===== config.mk =====
export PLATFORM = sky130hd
export DESIGN_NAME = ptc_queue
export DESIGN_NICKNAME = d
export VERILOG_FILES = /design/src/rtl/core/ptc_pkg.sv /design/src/rtl/core/ptc_queue.sv
export VERILOG_INCLUDE_DIRS = /design/src /design/src/rtl/core
export SDC_FILE = /design/constraint.sdc
export NUM_CORES = 1
export LEC_CHECK = 0
export BUFFER_PORTS_ARGS = -buffer_cell sky130_fd_sc_hd__buf_2
export CORE_MARGIN = 5
export CORE_UTILIZATION = 57
export CTS_CLUSTER_SIZE = 30
export DETAILED_ROUTE_END_ITERATION = 12
export GPL_ROUTABILITY_DRIVEN = 1
export PLACE_DENSITY = 0.79
export SYNTH_ARGS = -nofsm -noshare
export SYNTH_HDL_FRONTEND = slang
export SYNTH_SLANG_ARGS = --single-unit

===== constraint.sdc =====
create_clock -name i_clk -period 7.75 [get_ports i_clk]
set_clock_uncertainty 0.1 [all_clocks]
set_input_delay 1.1625 -clock i_clk [delete_from_list [all_inputs] [get_ports i_clk]]
set_output_delay 1.1625 -clock i_clk [all_outputs]
set_load 0.05 [all_outputs]

===== src/rtl/core/pressure_temperature_compensation_top_assert.svh =====
// ----------------------------------------------------------------------------
// Assertion macros for the pressure and temperature compensation block.
// Each macro expands to one labeled concurrent assertion on the given clock.
// ----------------------------------------------------------------------------
`ifndef PRESSURE_TEMPERATURE_COMPENSATION_TOP_ASSERT_SVH
`define PRESSURE_TEMPERATURE_COMPENSATION_TOP_ASSERT_SVH

// Checked outside reset only.
`define PTC_ASSERT(lbl, clk, rst_n, prop, msg) \
    lbl: assert property (@(posedge clk) disable iff (!rst_n) (prop)) else $error(msg);

// Checked at every rising clock edge, reset included.
`define PTC_ASSERT_ALWAYS(lbl, clk, prop, msg) \
    lbl: assert property (@(posedge clk) (prop)) else $error(msg);

`endif


===== src/rtl/core/ptc_pkg.sv =====
// ----------------------------------------------------------------------------
// ptc_pkg
// Types and constants shared by the compensation front, queue and back end.
// ----------------------------------------------------------------------------
package ptc_pkg;

    // Configuration register indexes.
    typedef enum logic [1:0] {
        REG_TEMP_TRIM      = 2'd0,
        REG_PRES_TRIM_LOW  = 2'd1,
        REG_PRES_TRIM_MID  = 2'd2,
        REG_PRES_TRIM_HIGH = 2'd3
    } t_reg_idx;

    localparam int unsigned CFG_DATA_W = 64;
    localparam int unsigned DIV_W      = 64;

    // Fixed scaling constants of the compensation formulas.
    localparam logic signed [26:0] FINE_OFFSET     = 27'sd128000;
    localparam logic [20:0]        PRES_FULL_SCALE = 21'd1048576;
    localparam logic [63:0]        PRES_SCALE      = 64'd3125;
    localparam logic signed [28:0] CENTI_ROUND     = 29'sd128;
    localparam int unsigned        P4_SHIFT        = 35;
    localparam logic [63:0]        P1_BIAS         = 64'd1 << 47;

    // Unpacked trimming coefficients, raw 16-bit slices.
    typedef struct packed {
        logic [15:0] t1;
        logic [15:0] t2;
        logic [15:0] t3;
        logic [15:0] p1;
        logic [15:0] p2;
        logic [15:0] p3;
        logic [15:0] p4;
        logic [15:0] p5;
        logic [15:0] p6;
        logic [15:0] p7;
        logic [15:0] p8;
        logic [15:0] p9;
    } t_trim;

    // Word handed from the front end to the divider back end.
    typedef struct packed {
        logic [23:0] cent;
        logic [25:0] fine;
        logic        fault;
        logic        neg;
        logic [63:0] num_mag;
        logic [63:0] den_mag;
    } t_div_word;

endpackage


===== src/rtl/core/ptc_queue.sv =====
// ----------------------------------------------------------------------------
// ptc_queue
// Short register FIFO that decouples the front end from the divider.
// ----------------------------------------------------------------------------
`include "pressure_temperature_compensation_top_assert.svh"

module ptc_queue
    import ptc_pkg::*;
#(
    parameter int unsigned DEPTH = 4
) (
    input  logic      i_clk,
    input  logic      i_rst_n,
    input  logic      i_push,
    input  t_div_word i_word,
    output logic      o_full,
    input  logic      i_pop,
    output logic      o_empty,
    output t_div_word o_word
);

    localparam int unsigned PTR_W = (DEPTH > 1) ? $clog2(DEPTH) : 1;
    localparam int unsigned CNT_W = $clog2(DEPTH + 1);
    localparam logic [PTR_W-1:0] LAST = PTR_W'(DEPTH - 1);

    t_div_word        r_mem [DEPTH];
    logic [PTR_W-1:0] r_wr, r_rd;
    logic [CNT_W-1:0] r_count;

    assign o_full  = (r_count == CNT_W'(DEPTH));
    assign o_empty = (r_count == '0);
    assign o_word  = r_mem[r_rd];

    // Pointers and fill count.
    always_ff @(posedge i_clk) begin
        if (!i_rst_n) begin
            r_wr    <= '0;
            r_rd    <= '0;
            r_count <= '0;
        end else begin
            if (i_push) begin
                r_wr <= (r_wr == LAST) ? '0 : r_wr + 1'b1;
            end
            if (i_pop) begin
                r_rd <= (r_rd == LAST) ? '0 : r_rd + 1'b1;
            end
            if (i_push && !i_pop) begin
                r_count <= r_count + 1'b1;
            end else if (i_pop && !i_push) begin
                r_count <= r_count - 1'b1;
            end
        end
    end

    // Storage.
    always_ff @(posedge i_clk) begin
        if (i_push) begin
            r_mem[r_wr] <= i_word;
        end
    end

    `PTC_ASSERT(a_no_overflow, i_clk, i_rst_n, !(i_push && o_full), "push into a full queue")
    `PTC_ASSERT(a_no_underflow, i_clk, i_rst_n, !(i_pop && o_empty), "pop from an empty queue")
    `PTC_ASSERT(a_count_up, i_clk, i_rst_n, (i_push && !i_pop) |=> (r_count == $past(r_count) + 1'b1), "fill count lost a push")
    `PTC_ASSERT(a_count_bound, i_clk, i_rst_n, r_count <= CNT_W'(DEPTH), "fill count above depth")

endmodule


Word level (Yosys, flattened, before mapping)
Memory sizes are Yosys's and may differ from the RTL's. A register that Yosys moved wholly into a read port is not among the register bits.
Cells that the tools add are included.
- bits in writable memories: 720
- memories: 1
- bits in registers: 7
- word-level logic and storage cells: 25
- bits of input ports: 184
- memory list (memory ; depth ; bits a word ; rd ports ; clocked after Yosys merged registers in ; wr ports ; RTL line ; text):
    r_mem ; 4 ; 180 ; 1 ; 1 ; 1 ; ptc_queue.sv:26 ; t_div_word r_mem [DEPTH];
- reduce and logical (&&, ||, !) cells: 6
- mux-type cells: 8
- add/subtract/negate cells: 4
- equal/unequal tests: 3
- operators with widths (cell ; count):
    2-bit two-way mux ; 4
    3-bit two-way mux ; 2
    2-bit by 1-bit adder with 2-bit output (second input constant) ; 2
    2-bit == test (second input constant) ; 2
    3-bit by 1-bit adder with 3-bit output (second input constant) ; 1
    3-bit == test (second input constant) ; 1
    3-bit logical NOT ; 1
    3-bit by 1-bit subtractor with 3-bit output (second input constant) ; 1
    1-bit logical AND ; 2
    1-bit logical NOT ; 2
    1-bit two-way mux ; 2
    2-bit nonzero test ; 1

Logic depth before layout (Yosys ltp)
- depth in word-level cells: 4
- depth in mapped cells: 7
- mapped depth without buffers: 7

Worst setup path before layout
No wires, ideal clock.
- path kind: in2reg
- start: input port i_push
- end: memory r_mem[0][0] in the netlist's numbering, enable pin
- required time: 7.089 ns
- setup slack: 1.834 ns
- cell stages on the path: 1
- data arrival time: 5.254 ns
- cells stage by stage: and2_1
- longest elaborated chain between the ends: 2
- ends and longest elaborated chain (element ; RTL line ; text):
    from (decl) ; ptc_queue.sv:14 ; input logic i_push,
    1-bit two-way mux ; ptc_queue.sv:57 ; if (i_push) begin
    1-bit two-way mux (not written as such) ; ptc_queue.sv:58 ; r_mem[r_wr] <= i_word;
    to (decl) ; ptc_queue.sv:26 ;
Every way passes these cells.

==> results.toml <==
[placed_design]
port_buffers = 365
place.gp.congestion = 0.739
placed_area_um2 = 28900
hpwl_um = 31100

[job]
max_cap_viol_count = 0

[yosys]
synth_seq_cells = 729
yosysWarnings = 0
ys_seq_area_share_pct = 82.6
synth_ff_type = "edfxtp_1"
synth.area.top_cells = "edfxtp_1 82%, mux4_2 15%, dfxtp_1 0.68%"
syn_inst = 984
syn-num-nets = 1175
synth.distinct_cells = 22
synth_top_area_cell = "edfxtp_1"
synth_top_cell_area_share_pct = 81.9
synth_edf_count = 720
synth-async-reset-ratio_pct = 0
avgSynthCellArea_um2 = 26.8
netlist_area_um2 = 26400

[timing]
report.final.setup_viol = 0
rsz0062_at_grt = "no"
tightest_slew_ns = 1.03
fin_crit_sh_pct = 57.4
finalCriticalPeriod_ns = 4.45
hold_ws_ns = 0.414
setup_tns_ns = 0
hold_violations = 0
maxSlewViolCount = 0
timing.fmax_mhz = 225
max_slew_margin_pct = 31.2

[drt]
routed_wl_um = 53100
drt-pass1-iter-count = 5
viasPerCell = 5.82
wl_per_cell_um = 25.8
vias = 11900
route.detailed.drc = 0
drt_iter0_drc = 1108
postRouteAntennaNets = 0

[clock_network]
numCtsBuffers = 71
cts_tree = "done"
ctsResizeCount = 0
path_clk_slew_ns = 0.06
clock_latency_ns = 0.58
htree_levels = 3
clock-root-buffer = "clkbuf_16"
hold_buffers = 0
clock_sinks = 729
cts_buffer_depth = 3
cts_setup_buffers = 0

[grt]
antenna_found_initial = 16
grt_overflow = 0
grt_max_degree = 99
grt_use_total_pct = 20.9
grt_pass1_vias = 12700
grt_pass1_wl_um = 78900

[die]
row_count = 78
ios = 366
die_y_um = 225
start_util_pct = 57.9
fp.dieArea_um2 = 50700
core_um2 = 45600
die_width_um = 225

[critical_path]
reg2reg_depth = 3
crit_fanout = 62
start_kind = "flop"
crit_cells = 3
critPathBufInv = 2
worstPathArrival_ns = 3.19
crit_type = "flop to output pin"
r2r_setup_slack_ns = 4.89
reg2reg_to = "r_mem[3][75]"
slowest_stage = "dfxtp_4"
end_kind = "output pin"
cp_data_required_time_ns = 6.49
path_delay_family = "buffers and inverters"
timing.rr.start = "r_wr[0]"
crit_path_max_incr_delay_ns = 0.96
path_cells = "buf_4 -> mux4_2 -> buf_2"

[layout]
utilization_pct = 68.1
regArea_um2 = 21800
fin_area_um2 = 31000
fillers = 2703
final_common_cell = "edfxtp_1"
areaGrowthSynthToFinish_pct = 17.6
fin_nets = 1586
mostFrequentLayoutCells = "720 x edfxtp_1, 365 x buf_2, 180 x mux4_2, 73 x clkbuf_16, 19 x clkinv_1"
multi_input_area_um2 = 4330
final_layout_size_suffix_gt1_share_pct = 45.4

[status]
outcome = "finished, final reports clean"

[pwr]
p_int_mw = 6.72
seqPwrFrac_pct = 51.5
powerDensity_nw_per_um2 = 287
combPwrFrac_pct = 12.3
p_switching_mw = 2.18
peakVddDrop_v = 0.000287
power.share.clock_pct = 36.2
power_switching_share_pct = 24.5
leakage_nw = 10.4

[min_path]
min_from = "r_count[2]"
hold-path-endpoint = "r_count[2]"
min_path_cells = 2
hold_class = "flop to flop"
==> stage by stage <==
stage          total power, mW  setup slack, ns  cells
6_report                  8.90             3.30   2053
5_1_grt                   9.23             3.18   2051
4_1_cts                   9.00             3.25   2046
3_5_place_dp              5.77             3.91   1922
3_3_place_gp              5.74             3.90   1922
2_1_floorplan             5.48             1.83    984
==> sequential cells by signal, summed over array words and instances (netlist names), named ones only <==
register / count
r_rd: 2
r_mem: 720
r_count: 3
r_wr: 2
==> kinds of logic after synthesis <==
logic type | synth area share, %
XOR/XNOR | 0.0664
adder cells (fa/ha/maj) | 0.360
flip-flops | 82.6
buffers and inverters | 1.04
multiplexers | 15.5
AO/OA/AOI/OAI | 0.0759
AND/OR/NAND/NOR | 0.341
==> per-layer routing <==
| metal | global-route usage (%) | vias up | wire [um] |
|---|---|---|---|
| met5 | 0 | - | 121 |
| met1 | 27.8 | 6212 | 20000 |
| li1 | - | 5117 | - |
| met4 | 6.70 | 18 | 1220 |
| met3 | 6.63 | 98 | 4730 |
| met2 | 33.8 | 499 | 27000 |
==> worst max path at each step <==
stage            from          end  slack (ns)
2_1_floorplan  i_push  r_mem[0][0]        1.83
3_3_place_gp     flop  o_word[150]        3.90
3_5_place_dp     flop  o_word[101]        3.91
4_1_cts          flop  o_word[101]        3.25
5_1_grt          flop  o_word[101]        3.18
6_report         flop  o_word[101]        3.30
==> power by group through the flow <==
stage | Sequential, mW | Clock, mW | Combinational, mW
global route | 4.59 | 3.50 | 1.15
floorplan | 4.66 | 0 | 0.817
CTS | 4.59 | 3.30 | 1.11
detailed placement | 4.66 | 0 | 1.10
finish | 4.58 | 3.23 | 1.09
global placement | 4.65 | 0 | 1.09
==> synthesized netlist by cell type (all sizes together), types with 2 or more instances <==
library cell,instances
and2,5
nor3,2
mux2i,4
ha,6
edfxtp,720
nor2b,5
inv,4
buf,34
mux4,180
dfxtp,9
clkbuf,6
==> worst min-delay path: cells and delay by family (launching register included) <==
| kind | cells | cell delay [ns] |
|---|---|---|
| compound gates | 2 | 0.14 |
| flops | 1 | 0.33 |
==> final cells by class <==
| class | instances | share of cell area, % |
|---|---|---|
| Clock inverter | 38 | 0.975 |
| Multi-Input combinational cell | 211 | 13.9 |
| Sequential cell | 729 | 70.2 |
| Tap cell | 600 | 2.42 |
| Inverter | 4 | 0.0484 |
| Antenna cell | 7 | 0.0564 |
| Timing Repair Buffer | 378 | 6.28 |
| Clock buffer | 86 | 6.04 |
Note: power is estimated with default switching activity, not from simulation.
